===== src/hw/rtl/mts_pkg.sv =====
package mts_pkg;

	// Operation codes carried by the opcode field
	localparam logic OP_PUSH = 1'b0;
	localparam logic OP_POP  = 1'b1;

	// Shift control broadcast to every cell of the chain
	typedef struct packed {
		logic shift_dn;   // push: each cell takes the entry from above
		logic shift_up;   // pop: each cell takes the entry from below
	} shift_ctrl_t;

endpackage


===== src/hw/rtl/mts_cell.sv =====
module mts_cell #(
	parameter int EntryWidth = 34
) (
	input  logic                    clk,
	input  mts_pkg::shift_ctrl_t    ctrl,
	input  logic [EntryWidth-1:0]   from_above,
	input  logic [EntryWidth-1:0]   from_below,
	output logic [EntryWidth-1:0]   data
);
	import mts_pkg::*;

	logic [EntryWidth-1:0] data_q;

	// Shift down on push, up on pop, otherwise hold
	always_ff @(posedge clk) begin
		if (ctrl.shift_dn) begin
			data_q <= from_above;
		end else if (ctrl.shift_up) begin
			data_q <= from_below;
		end
	end

	assign data = data_q;

endmodule


===== config.mk =====
export PLATFORM = sky130hd
export DESIGN_NAME = mts_cell
export DESIGN_NICKNAME = d
export VERILOG_FILES = /design/src/hw/rtl/mts_pkg.sv /design/src/hw/rtl/mts_cell.sv
export SDC_FILE = /design/constraint.sdc
export NUM_CORES = 1
export LEC_CHECK = 0
export ABC_AREA = 1
export BUFFER_PORTS_ARGS = -buffer_cell sky130_fd_sc_hd__buf_2
export CAP_MARGIN = 0
export CELL_PAD_IN_SITES_DETAIL_PLACEMENT = 1
export CELL_PAD_IN_SITES_GLOBAL_PLACEMENT = 1
export CORE_UTILIZATION = 29
export DETAILED_ROUTE_END_ITERATION = 12
export GPL_TIMING_DRIVEN = 0
export PLACE_DENSITY_LB_ADDON = 0.1
export RECOVER_POWER = 25
export SETUP_SLACK_MARGIN = 0.05
export SYNTH_ARGS = -nofsm -noshare
export SYNTH_HDL_FRONTEND = slang
export SYNTH_SLANG_ARGS = --single-unit

===== constraint.sdc =====
create_clock -name clk -period 1.2 [get_ports clk]
set_input_delay 0.06 -clock clk [delete_from_list [all_inputs] [get_ports clk]]
set_output_delay 0.06 -clock clk [all_outputs]
set_load 0.05 [all_outputs]

==> reports/results.txt <==
GRT Total Usage = 0.154
Worst Setup SP = ctrl[1]
Peak supply drop = 0.437 mV
stages on the worst setup path = 2
DRC viols = 0
Fmax = 1.06 GHz
Resized Gates After CTS = 0
CTS Sinks = 34
headroom to the max-slew limit = 0.446
Final GP Congestion = 0.685
#FFs+latches synth = 34
Synthesized Nets = 216
row cnt = 25
final hold vios = 0
share of layout cells above drive strength 1 = 0.490
pre-CTS WS = -0.117 ns
WL final = 4060 µm
CP Capture Type = register
Die Wd = 74.3 µm
vias in the first global route = 1,352
CP peak stage delay = 0.66 ns
Yosys cell types = 8
area of the multi-input gates = 414 µm²
core area = 0.00488 mm²
crit path cell chain = buf_6 -> or2_2
Power Density = 1460 mW/mm²
root buffer cell = clkbuf_8
Post-Syn Instances = 145
starting density of the core = 0.311
register area share after synthesis = 0.673
CTS Hold Bufs = 0
Setup WS post-layout = 0.257 ns
Post-CTS Setup Repair Bufs = 0
family with the most delay on the worst path = simple AND/OR/NAND/NOR gates
Hold WS = 0.0443 ns
vias post-DR = 1,363
Die Y = 74.3 µm
Total Die Area = 0.00553 mm²
slowest CP cell = or2_2
Worst-path clk slew = 0.07 ns
drt pass-1 iters = 4
Buf/Inv on CP = 1
Via-to-Cell Ratio = 4.23
first-pass GRT wire length = 6200 µm
Final Instance Area = 0.00216 mm²
Critical Path RT = 1.11 ns
initial antenna violation count = 0
I/O Buffers = 103
area grow syn2layout = 42.5%
Ant. Diodes = 0
H-tree level count = 2
mean routed wirelength per cell = 12.6 µm
status = finished clean
synthesized area per cell = 10.5 µm²
Detailed Place HPWL = 3040 µm
Final Max Slew Viols = 0
RSZ-0062 raised after global routing = no
Largest register FFs = 34
Reg area = 0.00102 mm²
CTS tree = yes
DP Area = 0.00212 mm²
largest fanout on the critical path = 34
Iter 0 DRT Violations = 63
Hold WC Path Type = in2reg
Lkg Pwr = 0.00113 µW
pin count of the biggest net entering global routing = 35
Max Cap Violations = 0
crit path launch type = input port
Setup CP Type = in2reg
post-route ant nets = 0
Final Setup Violations = 0
synthesized area = 0.00152 mm²
non-filler instance count after layout = 322
CTS buffer count = 5
layout net count = 326
fillers = 618
Overflow after GRT = 0
worst-case clock buffer depth = 2
fin crit share = 0.785
io pins = 105
Worst EP arrival = 0.85 ns
Worst Max-Slew Pin Slew = 0.831 ns
synthesis warning total = 0
Final min period = 0.943 ns
Setup crit end = data[28]
Cells after DPL = 315
## report_power, final
part	total, µW	internal, µW	switching [µW]
Combinational	871	219	652
Sequential	1490	1460	29.1
Clock	795	400	395
## cell type report
class / count / share of cell area
inverters: 1 / 0.00231
multi-input cells: 103 / 0.192
flip-flops and latches: 34 / 0.472
well taps: 67 / 0.0388
clock buffers: 7 / 0.0353
repair buffers: 103 / 0.238
plain buffers: 7 / 0.0214
## cells in the mapped netlist (all sizes together)
cell | instances | area share
edfxtp | 34 | 0.67
or2 | 1 | 0.0041
nand2 | 102 | 0.27
inv | 1 | 0.0074
buf | 7 | 0.047
## kinds of logic (layout without fill, tap and decap cells)
group / count (synthesis) / after routing / share of synthesized area
simple gates: 103 / 103 / 0.273
buf+inv: 8 / 118 / 0.0544
flops: 34 / 34 / 0.673
## cells in the final DEF, fill, tap and decap left out
cell type     n
buf_2       103
buf_4         3
buf_6         1
clkbuf_1      4
clkbuf_2      1
clkbuf_8      5
clkinvlp_2    1
edfxtp_1     34
nand2_1      92
nand2_2      10
or2_2         1
## routing by layer
| layer | routed length [µm] | vias up | GRT usage |
|---|---|---|---|
| met1 | 1540 | 615 | 0.171 |
| met3 | 336 | 7 | 0.0447 |
| met4 | 65 | 0 | 0.0650 |
| li1 | - | 680 | - |
| met2 | 2130 | 61 | 0.274 |
| met5 | 0 | - | 0 |
## metrics by stage
step,total power [µW],TNS [ns],util
finish,3150,0,0.443
global route,3310,0,0.443
CTS,3210,0,0.449
detailed placement,2410,-3.92,0.434
global placement,2400,-3.62,0.434
floorplan,2140,0,-
## worst min path at each step
stage                              start       end  slack (ns)  depth (start not counted)
after floorplan           from_below[10]  data[10]        0.23                          2
after global placement    from_below[22]  data[22]        0.32                          3
after detailed placement   from_below[0]   data[0]        0.33                          3
after CTS                  from_below[0]   data[0]        0.03                          3
after global routing      from_below[21]  data[21]        0.04                          3
final                     from_below[32]  data[32]        0.04                          3
Power figures use the tool's default switching activity.
